File: config.mk
export PLATFORM = sky130hd
export DESIGN_NAME = dual_line_serial_adc_reader
export DESIGN_NICKNAME = d
export VERILOG_FILES = /design/src/sv/dlsar_pkg.sv /design/src/sv/dual_line_serial_adc_reader.sv
export SDC_FILE = /design/constraint.sdc
export NUM_CORES = 1
export LEC_CHECK = 0
export BUFFER_PORTS_ARGS = -buffer_cell sky130_fd_sc_hd__buf_2
export CORE_ASPECT_RATIO = 1.1
export CORE_MARGIN = 1
export CORE_UTILIZATION = 55
export CTS_CLUSTER_DIAMETER = 30
export DETAILED_ROUTE_END_ITERATION = 8
export GPL_ROUTABILITY_DRIVEN = 0
export PLACE_DENSITY = 0.73
export SYNTH_ARGS = -nofsm -noshare
export SYNTH_HDL_FRONTEND = slang
export SYNTH_SLANG_ARGS = --single-unit
File: constraint.sdc
create_clock -name i_clk -period 9.7 [get_ports i_clk]
set_clock_uncertainty 0.2 [all_clocks]
set_input_delay 0.97 -clock i_clk [delete_from_list [all_inputs] [get_ports i_clk]]
set_output_delay 0.97 -clock i_clk [all_outputs]
set_load 0.01 [all_outputs]
File: src/sv/dlsar_pkg.sv
// ----------------------------------------------------------------------------
// dlsar_pkg
// Shared types and constants for the dual-line serial converter reader.
// ----------------------------------------------------------------------------
package dlsar_pkg;

    localparam int DEFAULT_SAMPLE_BITS = 16;
    localparam int WORD_W              = 16;
    localparam int TICK_W              = 16;
    localparam int SHORT_W             = 12;
    localparam int CFG_IDX_W           = 3;
    localparam int CFG_DATA_W          = 16;
    localparam int IN_TDATA_W          = 8;
    localparam int OUT_TDATA_W         = 40;

    localparam logic [TICK_W-1:0] WARMUP_HALF_TICKS = 16'd20;

    localparam logic [SHORT_W-1:0] RST_CLOCK_HIGH   = 12'd96;
    localparam logic [SHORT_W-1:0] RST_LOW_BEFORE   = 12'd29;
    localparam logic [SHORT_W-1:0] RST_AFTER_SAMPLE = 12'd63;
    localparam logic [SHORT_W-1:0] RST_LAST_GAP     = 12'd144;
    localparam logic [SHORT_W-1:0] RST_START_PULSE  = 12'd20;
    localparam logic [SHORT_W-1:0] RST_AFTER_PULSE  = 12'd473;
    localparam logic [SHORT_W-1:0] RST_WARMUP       = 12'd1024;
    localparam logic [TICK_W-1:0]  RST_SETTLE       = 16'd2000;

    typedef enum logic [CFG_IDX_W-1:0] {
        REG_CLOCK_HIGH   = 3'd0,
        REG_LOW_BEFORE   = 3'd1,
        REG_AFTER_SAMPLE = 3'd2,
        REG_LAST_GAP     = 3'd3,
        REG_START_PULSE  = 3'd4,
        REG_AFTER_PULSE  = 3'd5,
        REG_WARMUP       = 3'd6,
        REG_SETTLE       = 3'd7
    } t_reg_idx;

    typedef enum logic [7:0] {
        PH_WARM_HI      = 8'b0000_0001,
        PH_WARM_LO      = 8'b0000_0010,
        PH_SETTLE       = 8'b0000_0100,
        PH_START        = 8'b0000_1000,
        PH_AFTER_PULSE  = 8'b0001_0000,
        PH_CLK_HI       = 8'b0010_0000,
        PH_LOW_WAIT     = 8'b0100_0000,
        PH_AFTER_SAMPLE = 8'b1000_0000
    } t_phase;

    function automatic logic [SHORT_W-1:0] at_least_one(input logic [SHORT_W-1:0] v);
        at_least_one = (v == '0) ? SHORT_W'(1) : v;
    endfunction

endpackage

File: src/sv/dual_line_serial_adc_reader.sv
// ----------------------------------------------------------------------------
// dual_line_serial_adc_reader
// Serial master for a converter with two data lines: warmup clocks, settle
// wait, then endless frames of start pulse and clocked two-line capture.
// ----------------------------------------------------------------------------
// One input beat is one tick of pin timing; the block takes one beat per
// clock and returns exactly one output beat for it in the next cycle through
// an output register. The tick timing (phase, tick and bit counters, shift
// registers) advances in a single pass per accepted beat, so throughput is one
// beat per cycle whenever the output side is ready. Each output beat carries
// the select and serial clock levels for that tick; on the first tick of every
// start pulse it also flags and carries the two words captured in the previous
// frame (zero for the first frame). Timing registers are written through the
// configuration channel, which is always ready.
module dual_line_serial_adc_reader #(
    parameter int SAMPLE_BITS = dlsar_pkg::DEFAULT_SAMPLE_BITS
) (
    input  logic                               i_clk,
    input  logic                               i_rst_n,
    input  logic                               i_cfg_valid,
    output logic                               o_cfg_ready,
    input  logic [dlsar_pkg::CFG_IDX_W-1:0]    i_cfg_index,
    input  logic [dlsar_pkg::CFG_DATA_W-1:0]   i_cfg_data,
    input  logic                               s_axis_tvalid,
    output logic                               s_axis_tready,
    // [0] data_a, [1] data_b, [7:2] zero
    input  logic [dlsar_pkg::IN_TDATA_W-1:0]   s_axis_tdata,
    output logic                               m_axis_tvalid,
    input  logic                               m_axis_tready,
    // [0] chip_select, [1] serial_clock, [2] word_valid,
    // [18:3] channel_a, [34:19] channel_b, [39:35] zero
    output logic [dlsar_pkg::OUT_TDATA_W-1:0]  m_axis_tdata
);
    import dlsar_pkg::*;

    localparam int BIT_W = $clog2(SAMPLE_BITS + 1);
    localparam logic [BIT_W-1:0] LAST_BIT = BIT_W'(SAMPLE_BITS);

    logic [SHORT_W-1:0] r_clock_high, r_low_before, r_after_sample, r_last_gap;
    logic [SHORT_W-1:0] r_start_pulse, r_after_pulse, r_warmup;
    logic [TICK_W-1:0]  r_settle;

    t_phase             r_phase, n_phase;
    logic [TICK_W-1:0]  r_tick, n_tick;
    logic [BIT_W-1:0]   r_bit, n_bit;
    logic [SHORT_W-1:0] r_warm_cnt, n_warm_cnt;
    logic [WORD_W-1:0]  r_shift_a, n_shift_a, r_shift_b, n_shift_b;

    logic               r_out_valid;
    logic [OUT_TDATA_W-1:0] r_out_data;

    t_phase             ph_eff;
    logic [TICK_W-1:0]  tick_eff, tick_inc, phase_len;
    logic               cs, sclk, wvalid;
    logic [WORD_W-1:0]  word_a, word_b;
    logic               accept;

    assign o_cfg_ready   = 1'b1;
    assign s_axis_tready = !r_out_valid || m_axis_tready;
    assign accept        = s_axis_tvalid && s_axis_tready;
    assign m_axis_tvalid = r_out_valid;
    assign m_axis_tdata  = r_out_data;

    always_ff @(posedge i_clk) begin
        if (!i_rst_n) begin
            r_clock_high   <= RST_CLOCK_HIGH;
            r_low_before   <= RST_LOW_BEFORE;
            r_after_sample <= RST_AFTER_SAMPLE;
            r_last_gap     <= RST_LAST_GAP;
            r_start_pulse  <= RST_START_PULSE;
            r_after_pulse  <= RST_AFTER_PULSE;
            r_warmup       <= RST_WARMUP;
            r_settle       <= RST_SETTLE;
        end else if (i_cfg_valid) begin
            case (t_reg_idx'(i_cfg_index))
                REG_CLOCK_HIGH:   r_clock_high   <= i_cfg_data[SHORT_W-1:0];
                REG_LOW_BEFORE:   r_low_before   <= i_cfg_data[SHORT_W-1:0];
                REG_AFTER_SAMPLE: r_after_sample <= i_cfg_data[SHORT_W-1:0];
                REG_LAST_GAP:     r_last_gap     <= i_cfg_data[SHORT_W-1:0];
                REG_START_PULSE:  r_start_pulse  <= i_cfg_data[SHORT_W-1:0];
                REG_AFTER_PULSE:  r_after_pulse  <= i_cfg_data[SHORT_W-1:0];
                REG_WARMUP:       r_warmup       <= i_cfg_data[SHORT_W-1:0];
                REG_SETTLE:       r_settle       <= i_cfg_data;
                default: ;
            endcase
        end
    end

    // entry skips, tick action, then interval end check
    always_comb begin
        ph_eff   = r_phase;
        tick_eff = r_tick;
        if (ph_eff == PH_WARM_HI && r_warm_cnt >= r_warmup) begin
            ph_eff   = PH_SETTLE;
            tick_eff = '0;
        end
        if (ph_eff == PH_SETTLE && tick_eff >= r_settle) begin
            ph_eff   = PH_START;
            tick_eff = '0;
        end

        cs         = 1'b0;
        sclk       = 1'b0;
        wvalid     = 1'b0;
        word_a     = '0;
        word_b     = '0;
        n_shift_a  = r_shift_a;
        n_shift_b  = r_shift_b;
        n_bit      = r_bit;
        n_warm_cnt = r_warm_cnt;

        case (ph_eff)
            PH_WARM_HI, PH_CLK_HI: begin
                sclk = 1'b1;
            end
            PH_START: begin
                cs = 1'b1;
                if (tick_eff == '0) begin
                    wvalid    = 1'b1;
                    word_a    = r_shift_a;
                    word_b    = r_shift_b;
                    n_shift_a = '0;
                    n_shift_b = '0;
                    n_bit     = '0;
                end
            end
            PH_AFTER_SAMPLE: begin
                if (tick_eff == '0) begin
                    n_shift_a = {r_shift_a[WORD_W-2:0], s_axis_tdata[0]};
                    n_shift_b = {r_shift_b[WORD_W-2:0], s_axis_tdata[1]};
                    if (r_bit < LAST_BIT) begin
                        n_bit = r_bit + BIT_W'(1);
                    end
                end
            end
            default: ;
        endcase

        case (ph_eff)
            PH_WARM_HI, PH_WARM_LO: phase_len = WARMUP_HALF_TICKS;
            PH_SETTLE:              phase_len = r_settle;
            PH_START:               phase_len = TICK_W'(at_least_one(r_start_pulse));
            PH_AFTER_PULSE:         phase_len = TICK_W'(at_least_one(r_after_pulse));
            PH_CLK_HI:              phase_len = TICK_W'(at_least_one(r_clock_high));
            PH_LOW_WAIT:            phase_len = TICK_W'(at_least_one(r_low_before));
            default: begin
                if (n_bit >= LAST_BIT) begin
                    phase_len = TICK_W'(at_least_one(r_last_gap));
                end else begin
                    phase_len = TICK_W'(at_least_one(r_after_sample));
                end
            end
        endcase

        tick_inc = tick_eff + TICK_W'(1);
        n_tick   = tick_inc;
        n_phase  = ph_eff;
        if (tick_inc >= phase_len) begin
            n_tick = '0;
            case (ph_eff)
                PH_WARM_HI:     n_phase = PH_WARM_LO;
                PH_WARM_LO: begin
                    n_warm_cnt = r_warm_cnt + SHORT_W'(1);
                    n_phase    = PH_WARM_HI;
                end
                PH_SETTLE:      n_phase = PH_START;
                PH_START:       n_phase = PH_AFTER_PULSE;
                PH_AFTER_PULSE: n_phase = PH_CLK_HI;
                PH_CLK_HI:      n_phase = PH_LOW_WAIT;
                PH_LOW_WAIT:    n_phase = PH_AFTER_SAMPLE;
                default: begin
                    if (n_bit >= LAST_BIT) begin
                        n_bit   = '0;
                        n_phase = PH_START;
                    end else begin
                        n_phase = PH_CLK_HI;
                    end
                end
            endcase
        end
    end

    always_ff @(posedge i_clk) begin
        if (!i_rst_n) begin
            r_phase    <= PH_WARM_HI;
            r_tick     <= '0;
            r_bit      <= '0;
            r_warm_cnt <= '0;
            r_shift_a  <= '0;
            r_shift_b  <= '0;
        end else if (accept) begin
            r_phase    <= n_phase;
            r_tick     <= n_tick;
            r_bit      <= n_bit;
            r_warm_cnt <= n_warm_cnt;
            r_shift_a  <= n_shift_a;
            r_shift_b  <= n_shift_b;
        end
    end

    always_ff @(posedge i_clk) begin
        if (!i_rst_n) begin
            r_out_valid <= 1'b0;
        end else if (accept) begin
            r_out_valid <= 1'b1;
        end else if (m_axis_tready) begin
            r_out_valid <= 1'b0;
        end
    end

    always_ff @(posedge i_clk) begin
        if (accept) begin
            r_out_data <= {5'd0, word_b, word_a, wvalid, sclk, cs};
        end
    end

    a_word_in_pulse: assert property (@(posedge i_clk) disable iff (!i_rst_n)
        r_out_valid && r_out_data[2] |-> r_out_data[0] && !r_out_data[1])
        else $error("word beat outside start pulse");

    a_quiet_words: assert property (@(posedge i_clk) disable iff (!i_rst_n)
        r_out_valid && !r_out_data[2] |-> r_out_data[34:3] == '0)
        else $error("nonzero words without word flag");

    a_bit_range: assert property (@(posedge i_clk) disable iff (!i_rst_n)
        r_bit <= LAST_BIT)
        else $error("bit counter out of range");

    a_start_emits: assert property (@(posedge i_clk) disable iff (!i_rst_n)
        accept && r_phase == PH_START && r_tick == '0 |=> r_out_valid && r_out_data[2])
        else $error("start of pulse gave no word beat");

    a_cleared_after_emit: assert property (@(posedge i_clk) disable iff (!i_rst_n)
        accept && wvalid |=> r_shift_a == '0 && r_shift_b == '0 && r_bit == '0)
        else $error("shift state not cleared at word beat");

endmodule
Word level (Yosys, flattened, before mapping):

Cells that the tools add are included.

* flip-flop bits (word level): 209
* bits in latches: 0
* RAM bits: 0
* bits in read-only memories: 0
* input bits: 32
* output and inout bits: 43
* word-level logic and storage cells: 107
* memories kept: 0

* add/subtract/negate cells: 3
* multipliers: 0
* div/mod/pow operators: 0
* $lt $le $gt $ge: 5
* equality and inequality tests: 19
* shifts and indexed selects: 0
* mux-type cells: 33
* bitwise gates (word level): 0
* reductions and logical operators: 29

Operator list (count)
* $mux W16: 6
* $pmux W16 S6: 1
* $mux W12: 7
* $logic_not A12 Y1: 6
* $pmux W16 S2: 2
* $pmux W8 S7: 1
* $ge A16 B16 Y1: 2
* $mux W5: 6
* $mux W8: 3
* $reduce_and A2 Y1: 9
* $add A16 B1 Y16 const B: 1
* $eq A8 B1 Y1 const B: 2
* $eq A8 B3 Y1 const B: 2
* $logic_not A16 Y1: 1
* $add A12 B1 Y12 const B: 1
* $eq A3 B3 Y1 const B: 4
* $ge A12 B12 Y1: 1
* $pmux W5 S2: 1
* $eq A8 B2 Y1 const B: 1
* $eq A8 B4 Y1 const B: 1
* $eq A8 B5 Y1 const B: 1
* $eq A8 B6 Y1 const B: 1
* $eq A8 B7 Y1 const B: 1
* $eq A8 B8 Y1 const B: 1
* other kinds (17): 27

Longest topological paths before layout:

Gate-level depths: netlist (run 1).

* word-level depth: 14
* depth in mapped cells: 35
* mapped depth without buffers: 33

Worst setup path after synthesis (run 1):

No wires, ideal clock.

* kind: register to register
* start point: register r_warmup[11]
* end point: register r_phase[3]
* library setup time: 0.059 ns
* data arrival time: 7.068 ns
* required time: 9.441 ns
* slack: 2.373 ns
* cell stages (with the launch flop): 33
* buffers on the path: 3
* clock period less this slack: 7.327 ns
* path through: dfxtp_1 -> inv_1 -> ha_1 -> and4_1 -> nand4_2 -> or4_4 -> clkbuf_1 -> and3_1 -> ha_1 -> nand2_1 -> nor3_1 -> nand3_1 -> o21ai_2 -> a21oi_1 -> clkbuf_1 -> and2_1 -> inv_1 -> ha_1 -> nand3_1 -> o21a_1 -> nor2_4 -> mux2_2 -> o21ai_0 -> ha_1 -> a2111o_1 -> a31oi_1 -> o21ai_0 -> a221oi_1 -> and2_1 -> clkbuf_1 -> nor2_1 -> o311ai_0 -> o211a_1

* longest elaborated chain between the ends: 14
* elaborated cells on any way between the ends: 30
* those cells by class: add/sub: 1; order compare: 4; eq/ne: 9; mux: 12; reduce/logical: 4

Ends and longest elaborated chain
* start: declaration: line dual_line_serial_adc_reader.sv:40 `logic [SHORT_W-1:0] r_start_pulse, r_after_pulse, r_warmup;`
* start signal: assignment: line dual_line_serial_adc_reader.sv:82 `REG_WARMUP: r_warmup <= i_cfg_data[SHORT_W-1:0];`
* $ge A12 B12 Y1 *: line dual_line_serial_adc_reader.sv:93 `if (ph_eff == PH_WARM_HI && r_warm_cnt >= r_warmup) begin`
* $logic_and A1 B1 Y1 *: line dual_line_serial_adc_reader.sv:93
* $mux W16 or $mux W8 (tied branches): line dual_line_serial_adc_reader.sv:93
* $ge A16 B16 Y1 or $eq A8 B3 Y1 (tied branches): line dual_line_serial_adc_reader.sv:97 `if (ph_eff == PH_SETTLE && tick_eff >= r_settle) begin`
* $logic_and A1 B1 Y1: line dual_line_serial_adc_reader.sv:97
* $mux W16: line dual_line_serial_adc_reader.sv:97
* $logic_not A16 Y1: line dual_line_serial_adc_reader.sv:118, dual_line_serial_adc_reader.sv:128
* $mux W5, on equally long branches: line dual_line_serial_adc_reader.sv:128, dual_line_serial_adc_reader.sv:118
* $pmux W5 S2: line dual_line_serial_adc_reader.sv:112 `case (ph_eff)`
* $ge A5 B5 Y1: line dual_line_serial_adc_reader.sv:147, dual_line_serial_adc_reader.sv:172
* $mux W12: line dual_line_serial_adc_reader.sv:147 `if (n_bit >= LAST_BIT) begin`
* $pmux W16 S6: line dual_line_serial_adc_reader.sv:139 `case (ph_eff)`
* $ge A16 B16 Y1: line dual_line_serial_adc_reader.sv:158 `if (tick_inc >= phase_len) begin`
* $mux W8 *: line dual_line_serial_adc_reader.sv:158
* end signal: assignment: line dual_line_serial_adc_reader.sv:192 `r_phase <= n_phase;`
* end: declaration: line dual_line_serial_adc_reader.sv:43 `t_phase r_phase, n_phase;`

Every way passes the cells marked *; elsewhere a longest branch is shown, timed or not.
A chain may end at the register's enable or synchronous reset.

Worst setup path in the final report (run 1):

* start point: register r_warmup[11]
* end point: register r_tick[15]

* longest elaborated chain between the ends: 14
* elaborated cells on any way between the ends: 28
* those cells by class: add/sub: 1; order compare: 4; eq/ne: 9; mux: 10; reduce/logical: 4

Ends and longest elaborated chain
* $ge A12 B12 Y1 *: line dual_line_serial_adc_reader.sv:93
* $logic_and A1 B1 Y1 *: line dual_line_serial_adc_reader.sv:93
* $mux W16 or $mux W8 (tied branches): line dual_line_serial_adc_reader.sv:93
* $ge A16 B16 Y1 or $eq A8 B3 Y1 (tied branches): line dual_line_serial_adc_reader.sv:97
* $logic_and A1 B1 Y1: line dual_line_serial_adc_reader.sv:97
* $mux W16: line dual_line_serial_adc_reader.sv:97
* $logic_not A16 Y1: line dual_line_serial_adc_reader.sv:118, dual_line_serial_adc_reader.sv:128
* $mux W5, on equally long branches: line dual_line_serial_adc_reader.sv:128, dual_line_serial_adc_reader.sv:118
* $pmux W5 S2: line dual_line_serial_adc_reader.sv:112
* $ge A5 B5 Y1: line dual_line_serial_adc_reader.sv:147
* $mux W12: line dual_line_serial_adc_reader.sv:147
* $pmux W16 S6: line dual_line_serial_adc_reader.sv:139
* $ge A16 B16 Y1: line dual_line_serial_adc_reader.sv:158
* $mux W16 *: line dual_line_serial_adc_reader.sv:158
* end signal: assignment: line dual_line_serial_adc_reader.sv:193 `r_tick <= n_tick;`
* end: declaration: line dual_line_serial_adc_reader.sv:44 `logic [TICK_W-1:0] r_tick, n_tick;`

Marks and branches as above.

==> results of run 1 <==
-- power by group --
| group | internal (mW) | switching (mW) |
|---|---|---|
| Combinational | 0.0445 | 0.0863 |
| Sequential | 0.903 | 0.0115 |
| Clock | 1.08 | 0.489 |
| Total | 2.02 | 0.587 |
-- synthesized netlist by cell type (11+ instances only) --
master                     instances  area [um^2]
sky130_fd_sc_hd__a222oi_1         11          110
sky130_fd_sc_hd__o211ai_1         11         82.6
sky130_fd_sc_hd__nor4_1           20          125
sky130_fd_sc_hd__nor2_1           42          158
sky130_fd_sc_hd__a21oi_1          57          285
sky130_fd_sc_hd__inv_1            41          154
sky130_fd_sc_hd__dfxtp_1         174         3480
sky130_fd_sc_hd__nand2_1         296         1110
sky130_fd_sc_hd__ha_1             48          601
sky130_fd_sc_hd__o21ai_0          28          140
sky130_fd_sc_hd__clkbuf_1         57          214
sky130_fd_sc_hd__a21boi_1         31          233
sky130_fd_sc_hd__a22oi_1          12         90.1
sky130_fd_sc_hd__nand4_1          12         75.1
sky130_fd_sc_hd__nand3_1          76          380
sky130_fd_sc_hd__and3_1           19          119
sky130_fd_sc_hd__edfxtp_1         35         1050
sky130_fd_sc_hd__a21boi_0         49          368
sky130_fd_sc_hd__nor2b_1          17          106
sky130_fd_sc_hd__xnor2_1          12          105
sky130_fd_sc_hd__buf_4            12         90.1
sky130_fd_sc_hd__and2_1           44          275
sky130_fd_sc_hd__nor3_1           13         65.1
-- worst max-delay path: cells and delay by family (launching register included) --
family | cells | cell delay, ns
AO/OA/AOI/OAI | 11 | 2.94
AND/OR/NAND/NOR | 11 | 2.50
adder cells (fa/ha/maj) | 4 | 1.18
buffers and inverters | 5 | 0.69
multiplexers | 1 | 0.40
flip-flops | 1 | 0.32
-- area by class of cell --
class                   count  area share [%]
repair buffers             74            3.20
multi-input cells         933            44.7
well taps                 247            2.45
inverters                  43            1.28
clock inverters            22            2.74
flip-flops and latches    209            36.0
clock buffers              56            9.66
-- routing by layer --
| layer | GRT usage (%) | part of all wire [%] | up-vias | wire, um |
|---|---|---|---|---|
| met5 | 0 | 0 | - | 0 |
| met4 | 13.1 | 3.7 | 0 | 1020 |
| met3 | 4.26 | 6.2 | 70 | 1690 |
| met2 | 46.4 | 47 | 340 | 12900 |
| met1 | 35.5 | 43 | 4258 | 11800 |
| li1 | - | - | 4517 | - |
-- metrics by stage --
stage | hold slack [ns] | area, um^2
floorplan | 0.233 | 10700
global placement | 0.243 | 11000
detailed placement | 0.248 | 11000
CTS | 0.255 | 12600
global route | 0.275 | 12600
finish | 0.253 | 12600
-- state kept, by name (all words and copies together), names as in the netlist --
| signal | flops |
|---|---|
| m_axis_tdata | 35 |
| r_settle | 16 |
| r_shift_a | 16 |
| r_shift_b | 16 |
| r_tick | 16 |
| r_after_pulse | 12 |
| r_after_sample | 12 |
| r_clock_high | 12 |
| r_last_gap | 12 |
| r_low_before | 12 |
| r_start_pulse | 12 |
| r_warm_cnt | 12 |
| r_warmup | 12 |
| r_phase | 8 |
| r_bit | 5 |
| m_axis_tvalid | 1 |
-- cell families after synthesis --
logic type / synth area share (%)
and+or+nand+nor: 26.2
AOI/OAI and AO/OA: 17.0
DFF: 42.3
buffers and inverters: 5.60
adders and majority gates: 5.60
xor gates and xnor gates: 1.71
muxes: 1.64
other: 0.0700
-- path summary, 6_finish.rpt --
path / end / cells after the start / from
hold reg to reg: r_warmup[9] / 2 / r_warmup[9]
setup reg to reg: r_tick[15] / 32 / r_warmup[11]
setup / recovery: r_tick[15] / 32 / r_warmup[11]
hold / removal: r_warmup[9] / 2 / r_warmup[9]
==> impl_metrics.env, run 1 <==
export IMPL_run_status="finished clean"
export IMPL_die_h_um=149
export IMPL_io_pins=75
export IMPL_total_power_mw=2.61
export IMPL_post_drt_wl_per_cell_um=17.3
export IMPL_numClockSinks=209
export IMPL_std_cell_rows=53
export IMPL_crit_path_start_kind="flop"
export IMPL_r2r_slack_ns=1.34
export IMPL_synth_warning_count=0
export IMPL_maxCapViolations=0
export IMPL_slew_headroom_pct=12.0
export IMPL_drc_errors=0
export IMPL_netlist_area_before_placement_um2=10700
export IMPL_die_area_um2=20100
export IMPL_postCtsResizedCells=0
export IMPL_rsz_0062_raised_after_global_routing="no"
export IMPL_cts_htree_levels=2
export IMPL_pin_count_of_the_biggest_net_entering_global_routing=98
export IMPL_crit_slowest_cell="sky130_fd_sc_hd__a2bb2oi_2"
export IMPL_post_route_min_period_ns=8.36
export IMPL_synth_edff_count=35
export IMPL_routed_via_density=5.80
export IMPL_leakage_nw=4.90
export IMPL_layout_nets=1383
export IMPL_detailedRoute_firstIterationViolations=728
export IMPL_register_area_um2=4530
export IMPL_path_clk_slew_ns=0.05
export IMPL_postSynthAreaPerCell_um2=8.44
export IMPL_grtUsageTotal_pct=27.9
export IMPL_cts_hold_buffers_added=0
export IMPL_antenna_cells_inserted=0
export IMPL_number_of_antenna_violations_at_the_first_check_in_global_routing=0
export IMPL_num_fill_cells=1591
export IMPL_critical_path_peak_fanout=35
export IMPL_final_hold_violation_count=0
export IMPL_totalNegativeSetupSlack_ns=0
export IMPL_post_place_cells=1506
export IMPL_multi_input_comb_area_um2=5620
export IMPL_clock_fmax_ghz=0.120
export IMPL_drt_pass1_iterations=6
export IMPL_layout_cells_most_common_list="sky130_fd_sc_hd__nand2_1, sky130_fd_sc_hd__dfxtp_1, sky130_fd_sc_hd__nand3_1, sky130_fd_sc_hd__buf_2, sky130_fd_sc_hd__a21oi_1"
export IMPL_chipWidth_um=135
export IMPL_clk_root_buffer_cell="sky130_fd_sc_hd__clkbuf_16"
export IMPL_area_growth_syn_to_layout_pct=17.3
export IMPL_count_of_mapped_cells_out_of_synthesis=1271
export IMPL_share_of_cells_above_drive_strength_1_pct=13.4
export IMPL_numCtsBuffers=42
export IMPL_grt_pass1_wl_um=44600
export IMPL_place_worst_setup_slack_ns=1.46
export IMPL_dp_final_hpwl_um=18200
export IMPL_worst_slack_ns=1.34
export IMPL_clockBufferDepth=3
export IMPL_ys_types=79
export IMPL_worst_min_path_class="flop to flop"
export IMPL_finalSetupViolations=0
export IMPL_initial_utilization_pct=56.2
export IMPL_ant_nets=0
export IMPL_mostFrequentLayoutCell="sky130_fd_sc_hd__nand2_1"
export IMPL_place_port_buffers=62
export IMPL_yosys_register_bits=209
export IMPL_dr_total_vias=9185
export IMPL_final_core_utilization_pct=65.9
export IMPL_worst_skew_pair_late_latency_ns=0.52
export IMPL_design_core_area_um2=19100
export IMPL_worst_pin_slew_ns=1.31
export IMPL_crit_required_ns=9.94
export IMPL_crit_path_max_cell_delay_ns=0.57
export IMPL_final_cells=1584
export IMPL_finalMaxSlewViolations=0
export IMPL_ys_dominant_reg_cell="sky130_fd_sc_hd__dfxtp_1"
export IMPL_synth_sequential_area_ratio_pct=42.3
export IMPL_postCtsSetupRepairBufs=0
export IMPL_routed_wl_um=27400
export IMPL_postSynth_asyncResetShare_pct=0
export IMPL_power_density_nw_per_um2=207
export IMPL_period_share_pct=86.2
export IMPL_grt_overflow_total=0
export IMPL_endpoint_kind="flop"
export IMPL_vdd_drop_max_mv=0.226
export IMPL_worstPathArrival_ns=8.60
export IMPL_first_global_vias=8816
export IMPL_cts_tree="done"
export IMPL_critical_path_top_cell_by_count="sky130_fd_sc_hd__ha_1"
export IMPL_kind_of_critical_path="flop to flop"
(Power assumes the default switching activity.)
==> run 2, diff against run 1 <==
- ABC_AREA: unset -> 1
==> impl_metrics.env, run 2 <==
export IMPL_run_status="finished clean"
export IMPL_rsz_0062_raised_after_global_routing="no"
export IMPL_postCtsResizedCells=0
export IMPL_rr_worst_depth=37
export IMPL_final_hold_violation_count=0
export IMPL_critical_path_top_delay_family="simple AND/OR/NAND/NOR gates"
export IMPL_drt_pass1_iterations=5
export IMPL_wl_met3_um=1740
export IMPL_worstPathArrival_ns=8.47
export IMPL_place_port_buffers=62
export IMPL_detailroute_wirelength_met2_um=12400
export IMPL_ys_types=54
export IMPL_num_fill_cells=1612
export IMPL_total_power_mw=2.41
export IMPL_synth_most_common_cell="sky130_fd_sc_hd__nand2_1"
export IMPL_post_drt_wl_per_cell_um=15.4
export IMPL_path_clk_slew_ns=0.05
export IMPL_power_density_nw_per_um2=196
export IMPL_die_h_um=148
export IMPL_clock_network_fraction_of_total_power_pct=55.3
export IMPL_layout_nets=1529
export IMPL_ys_dominant_reg_cell="sky130_fd_sc_hd__dfxtp_1"
export IMPL_numCtsBuffers=40
export IMPL_io_pins=75
export IMPL_switchingPower_uw=625
export IMPL_max_ffs_per_register=35
export IMPL_share_of_cells_above_drive_strength_1_pct=14.2
export IMPL_dp_final_hpwl_um=18100
export IMPL_synth_largest_type_area_fraction_pct=32.7
export IMPL_crit_path_start_kind="flop"
export IMPL_postSynth_asyncResetShare_pct=0
export IMPL_netlist_area_before_placement_um2=10700
export IMPL_grtUsageTotal_pct=27.3
export IMPL_worst_pin_slew_ns=1.24
export IMPL_grt_overflow_total=0
export IMPL_synth_warning_count=0
export IMPL_design_core_area_um2=19000
export IMPL_crit_required_ns=9.93
export IMPL_finalSetupViolations=0
export IMPL_netlist_top_cells_area="sky130_fd_sc_hd__dfxtp_1, sky130_fd_sc_hd__edfxtp_1, sky130_fd_sc_hd__nand2_1"
export IMPL_maxCapViolations=0
export IMPL_vdd_drop_max_mv=0.190
export IMPL_endpoint_kind="flop"
export IMPL_critical_path_top_cell_by_count="sky130_fd_sc_hd__nand2_1"
export IMPL_routed_wl_um=26600
export IMPL_kind_of_critical_path="flop to flop"
export IMPL_cellInternalPower_mw=1.79
export IMPL_final_cells=1728
export IMPL_synth_top_area_cell="sky130_fd_sc_hd__dfxtp_1"
export IMPL_antenna_cells_inserted=0
export IMPL_fin_area_um2=12300
export IMPL_grt_pass1_wl_um=43300
export IMPL_std_cell_rows=53
export IMPL_yosys_register_bits=209
export IMPL_dr_total_vias=9556
export IMPL_totalNegativeSetupSlack_ns=0
export IMPL_pin_count_of_the_biggest_net_entering_global_routing=105
export IMPL_worst_slack_ns=1.46
export IMPL_postSynthAreaPerCell_um2=7.60
export IMPL_first_global_vias=8740
export IMPL_highest_signal_layer="met4"
export IMPL_comb_power_share_pct=6.6
export IMPL_cts_tree="done"
export IMPL_chipWidth_um=135
export IMPL_die_area_um2=19900
export IMPL_post_place_cells=1654
export IMPL_initial_utilization_pct=56.0
export IMPL_mostFrequentLayoutCell="sky130_fd_sc_hd__nand2_1"
export IMPL_critical_path_peak_fanout=29
export IMPL_count_of_mapped_cells_out_of_synthesis=1402
export IMPL_worst_min_path_class="flop to flop"
export IMPL_ys_top_cells_by_count="sky130_fd_sc_hd__nand2_1, sky130_fd_sc_hd__nor2_1, sky130_fd_sc_hd__dfxtp_1"
export IMPL_clk_root_buffer_cell="sky130_fd_sc_hd__clkbuf_16"
export IMPL_clockBufferDepth=3
export IMPL_numClockSinks=209
export IMPL_holdCritStartpoint="r_warmup[11]"
export IMPL_seq_power_share_pct=38.0
export IMPL_switching_share_pct=25.9
export IMPL_critical_path_n_buffers_inverters=4
export IMPL_postCtsSetupRepairBufs=0
export IMPL_clock_fmax_ghz=0.121
export IMPL_slew_headroom_pct=16.9
export IMPL_final_core_utilization_pct=64.8
export IMPL_period_share_pct=84.9
export IMPL_cts_hold_buffers_added=0
export IMPL_leakage_nw=5.21
export IMPL_crit_slowest_cell="sky130_fd_sc_hd__nor2_2"
export IMPL_worst_setup_path_endpoint="r_warm_cnt[8]"
export IMPL_ant_nets=0
export IMPL_crit_path_max_cell_delay_ns=0.62
export IMPL_finalMaxSlewViolations=0
export IMPL_critical_path_reg2reg_startpoint="r_warmup[11]"
export IMPL_post_place_cell_area_um2=11000
export IMPL_number_of_antenna_violations_at_the_first_check_in_global_routing=0
export IMPL_area_growth_syn_to_layout_pct=15.6
export IMPL_r2r_slack_ns=1.46
export IMPL_worst_setup_path_startpoint="r_warmup[11]"
export IMPL_post_route_min_period_ns=8.24
export IMPL_routed_via_density=5.53
export IMPL_drc_errors=0
export IMPL_holdWs_ns=0.265
export IMPL_place_worst_setup_slack_ns=1.65
export IMPL_layout_cells_most_common_list="sky130_fd_sc_hd__nand2_1, sky130_fd_sc_hd__nor2_1, sky130_fd_sc_hd__dfxtp_1, sky130_fd_sc_hd__inv_1, sky130_fd_sc_hd__a21oi_1"
export IMPL_worst_skew_pair_late_latency_ns=0.52
export IMPL_crit_cells=37
export IMPL_cts_htree_levels=2
export IMPL_synth_sequential_area_ratio_pct=42.5
export IMPL_detailedRoute_firstIterationViolations=695
export IMPL_synth_edff_count=35
export IMPL_end_of_the_worst_register_to_register_path="r_warm_cnt[8]"
export IMPL_routedLengthMet1_um=11400
## run 2: cell types whose count changed in the layout (fill, tap and decap cells not counted), moves of 21 or more
| cell | change |
|---|---|
| sky130_fd_sc_hd__o21ai_0 | +85 |
| sky130_fd_sc_hd__a21oi_1 | +87 |
| sky130_fd_sc_hd__nand3_1 | -21 |
| sky130_fd_sc_hd__nand2_1 | -77 |
| sky130_fd_sc_hd__a21boi_0 | -48 |
| sky130_fd_sc_hd__a21boi_1 | -30 |
| sky130_fd_sc_hd__nor2_1 | +150 |
| sky130_fd_sc_hd__and2_1 | -44 |
| sky130_fd_sc_hd__inv_1 | +125 |
| sky130_fd_sc_hd__a211oi_2 | +31 |
## run 2: power groups by stage
stage / sequential (mW) / clock [mW] / combinational, mW
3_5_place_dp: 0.935 / 0 / 0.158
6_report: 0.918 / 1.33 / 0.161
4_1_cts: 0.918 / 1.35 / 0.159
2_1_floorplan: 0.937 / 0 / 0.107
3_3_place_gp: 0.935 / 0 / 0.154
5_1_grt: 0.920 / 1.40 / 0.178
## run 2: worst register-to-register path: cells and delay by family, from the launching register on
kind            cells  cell delay (ns)
simple gates       23             4.76
compound gates      7             1.40
buf+inv             4             0.53
flops               1             0.30
fa+ha+maj           3             0.96
## run 2: layer usage
metal  track usage [%]  vias up
met1              34.3     4334
met5                 0        -
met2              45.2      369
li1                  -     4775
met4              13.9        0
met3              4.29       78
## run 2: layout make-up
type	count	area [um^2]	area share, %
Multi-Input combinational cell	953	5140	41.7
Sequential cell	209	4530	36.8
Clock buffer	44	1050	8.49
Inverter	177	664	5.39
Timing Repair Buffer	68	355	2.88
Tap cell	247	309	2.51
Clock inverter	30	278	2.25
## run 2: worst min-delay path by stage
stage | endpoint | slack, ns | cells after the start
global placement | r_after_pulse[0] | 0.24 | 2
detailed placement | r_warmup[11] | 0.26 | 2
CTS | r_warmup[11] | 0.27 | 2
finish | r_warmup[11] | 0.27 | 2
floorplan | r_after_pulse[0] | 0.23 | 2
global route | r_tick[12] | 0.29 | 2
## run 2: cells by family (layout without fill, tap and decap cells)
logic type	after synthesis	in the layout	share of synthesized area [%]
AOI/OAI and AO/OA	340	340	19.3
xor gates and xnor gates	10	10	0.822
adders and majority gates	48	48	5.63
buffers and inverters	244	319	9.40
DFF	209	209	42.5
other	2	6	0.0704
and+or+nand+nor	549	549	22.2
==> run 3, diff against run 2 <==
- PLACE_DENSITY: 0.73 -> 0.76
- clock period: 9.7 -> 7.4 ns (I/O delays scaled with it)
==> impl_metrics.env, run 3 (synthesis gave the netlist of run 2 again) <==
export IMPL_run_status="finished clean"
export IMPL_hold_path_depth=2
export IMPL_endpoint_kind="flop"
export IMPL_clock_fmax_ghz=0.145
export IMPL_place_worst_setup_slack_ns=0.293
export IMPL_ant_nets=0
export IMPL_pin_count_of_the_biggest_net_entering_global_routing=105
export IMPL_drt_pass1_iterations=6
export IMPL_crit_slowest_cell="sky130_fd_sc_hd__a21boi_4"
export IMPL_layout_cells_most_common_list="sky130_fd_sc_hd__nand2_1, sky130_fd_sc_hd__nor2_1, sky130_fd_sc_hd__dfxtp_1, sky130_fd_sc_hd__inv_1, sky130_fd_sc_hd__a21oi_1"
export IMPL_io_pins=75
export IMPL_dp_final_hpwl_um=18700
export IMPL_share_of_cells_above_drive_strength_1_pct=15.1
export IMPL_rsz_0062_raised_after_global_routing="no"
export IMPL_final_hold_violation_count=0
export IMPL_cts_hold_buffers_added=0
export IMPL_vdd_drop_max_mv=0.220
export IMPL_numCtsBuffers=42
export IMPL_critical_path_top_cell_by_count="sky130_fd_sc_hd__nand2_1"
export IMPL_area_growth_syn_to_layout_pct=18.7
export IMPL_cts_tree="done"
export IMPL_maxCapViolations=0
export IMPL_layout_nets=1548
export IMPL_initial_utilization_pct=56.0
export IMPL_drc_errors=0
export IMPL_crit_path_start_kind="flop"
export IMPL_path_clk_slew_ns=0.04
export IMPL_max_ffs_per_register=35
export IMPL_worst_slack_ns=0.527
export IMPL_final_core_utilization_pct=66.5
export IMPL_first_global_vias=8997
export IMPL_slew_headroom_pct=34.9
export IMPL_num_fill_cells=1573
export IMPL_finalSetupViolations=0
export IMPL_power_density_nw_per_um2=270
export IMPL_antenna_cells_inserted=0
export IMPL_final_cells=1747
export IMPL_clk_root_buffer_cell="sky130_fd_sc_hd__clkbuf_16"
export IMPL_grtUsageTotal_pct=27.9
export IMPL_post_place_cells=1671
export IMPL_routed_wl_um=27400
export IMPL_leakage_nw=5.40
export IMPL_std_cell_rows=53
export IMPL_worst_pin_slew_ns=0.977
export IMPL_die_h_um=148
export IMPL_worst_min_path_class="flop to flop"
export IMPL_kind_of_critical_path="flop to flop"
export IMPL_grt_overflow_total=0
export IMPL_chipWidth_um=135
export IMPL_finalMaxSlewViolations=0
export IMPL_design_core_area_um2=19000
export IMPL_die_area_um2=19900
export IMPL_crit_required_ns=7.56
export IMPL_mostFrequentLayoutCell="sky130_fd_sc_hd__nand2_1"
export IMPL_routed_via_density=5.56
export IMPL_rr_worst_depth=39
export IMPL_worst_skew_pair_late_latency_ns=0.53
export IMPL_dr_total_vias=9721
export IMPL_crit_path_max_cell_delay_ns=0.36
export IMPL_grt_pass1_wl_um=44300
export IMPL_number_of_antenna_violations_at_the_first_check_in_global_routing=0
export IMPL_postCtsResizedCells=0
export IMPL_post_route_min_period_ns=6.87
export IMPL_post_drt_wl_per_cell_um=15.7
export IMPL_holdWs_ns=0.261
export IMPL_detailedRoute_firstIterationViolations=621
export IMPL_numClockSinks=209
export IMPL_totalNegativeSetupSlack_ns=0
export IMPL_place_port_buffers=62
export IMPL_period_share_pct=92.9
export IMPL_critical_path_peak_fanout=10
export IMPL_clockBufferDepth=3
export IMPL_worstPathArrival_ns=7.04
export IMPL_cts_htree_levels=2
export IMPL_postCtsSetupRepairBufs=0
## run 3: cell types whose count changed in the layout (fill, tap and decap cells not counted), moves of 4 or more
cell and delta:
sky130_fd_sc_hd__clkinvlp_4 -5, sky130_fd_sc_hd__inv_6 -9, sky130_fd_sc_hd__bufinv_16 +7, sky130_fd_sc_hd__inv_8 -4, sky130_fd_sc_hd__clkbuf_1 +5, sky130_fd_sc_hd__buf_4 +17
## run 3: worst paths after layout
| kind | endpoint | slack [ns] | from |
|---|---|---|---|
| hold / removal | r_tick[10] | 0.26 | r_tick[10] |
| hold reg to reg | r_tick[10] | 0.26 | r_tick[10] |
| setup / recovery | r_warm_cnt[9] | 0.53 | r_warmup[11] |
| setup reg to reg | r_warm_cnt[9] | 0.53 | r_warmup[11] |
## run 3: routing by layer
metal | global-route usage [%] | wire, um | vias up | part of all wire [%]
li1 | - | - | 4816 | -
met5 | 0 | 0 | - | 0
met4 | 12.1 | 972 | 0 | 3.5
met1 | 34.5 | 11500 | 4474 | 42
met2 | 47.8 | 13200 | 352 | 48
met3 | 4.32 | 1800 | 79 | 6.6
## run 3: worst max-delay path, delay by kind of cell (launching register included)
kind	cells	cell delay (ns)
compound gates	4	0.85
buf+inv	6	0.45
simple gates	26	3.96
flops	1	0.31
fa+ha+maj	3	0.92
## run 3: area by class of cell
type	instances	area, um^2	share of cell area, %
clock buffer	52	1130	8.93
sequential	209	4530	35.8
inverter	177	664	5.25
tap	247	309	2.44
timing repair buffer	85	483	3.82
multi-input combinational	953	5160	40.8
clock inverter	24	373	2.95
## run 3: stage by stage
stage	power, mW	instance area [um^2]
floorplan	1.37	10700
global route	3.52	12700
finish	3.41	12700
detailed placement	1.43	11100
global placement	1.43	11100
CTS	3.43	12600
## run 3: power by group
group | total [mW] | internal (mW) | switching, mW
Combinational | 0.213 | 0.0659 | 0.147
Clock | 1.99 | 1.37 | 0.623
Sequential | 1.21 | 1.19 | 0.0166
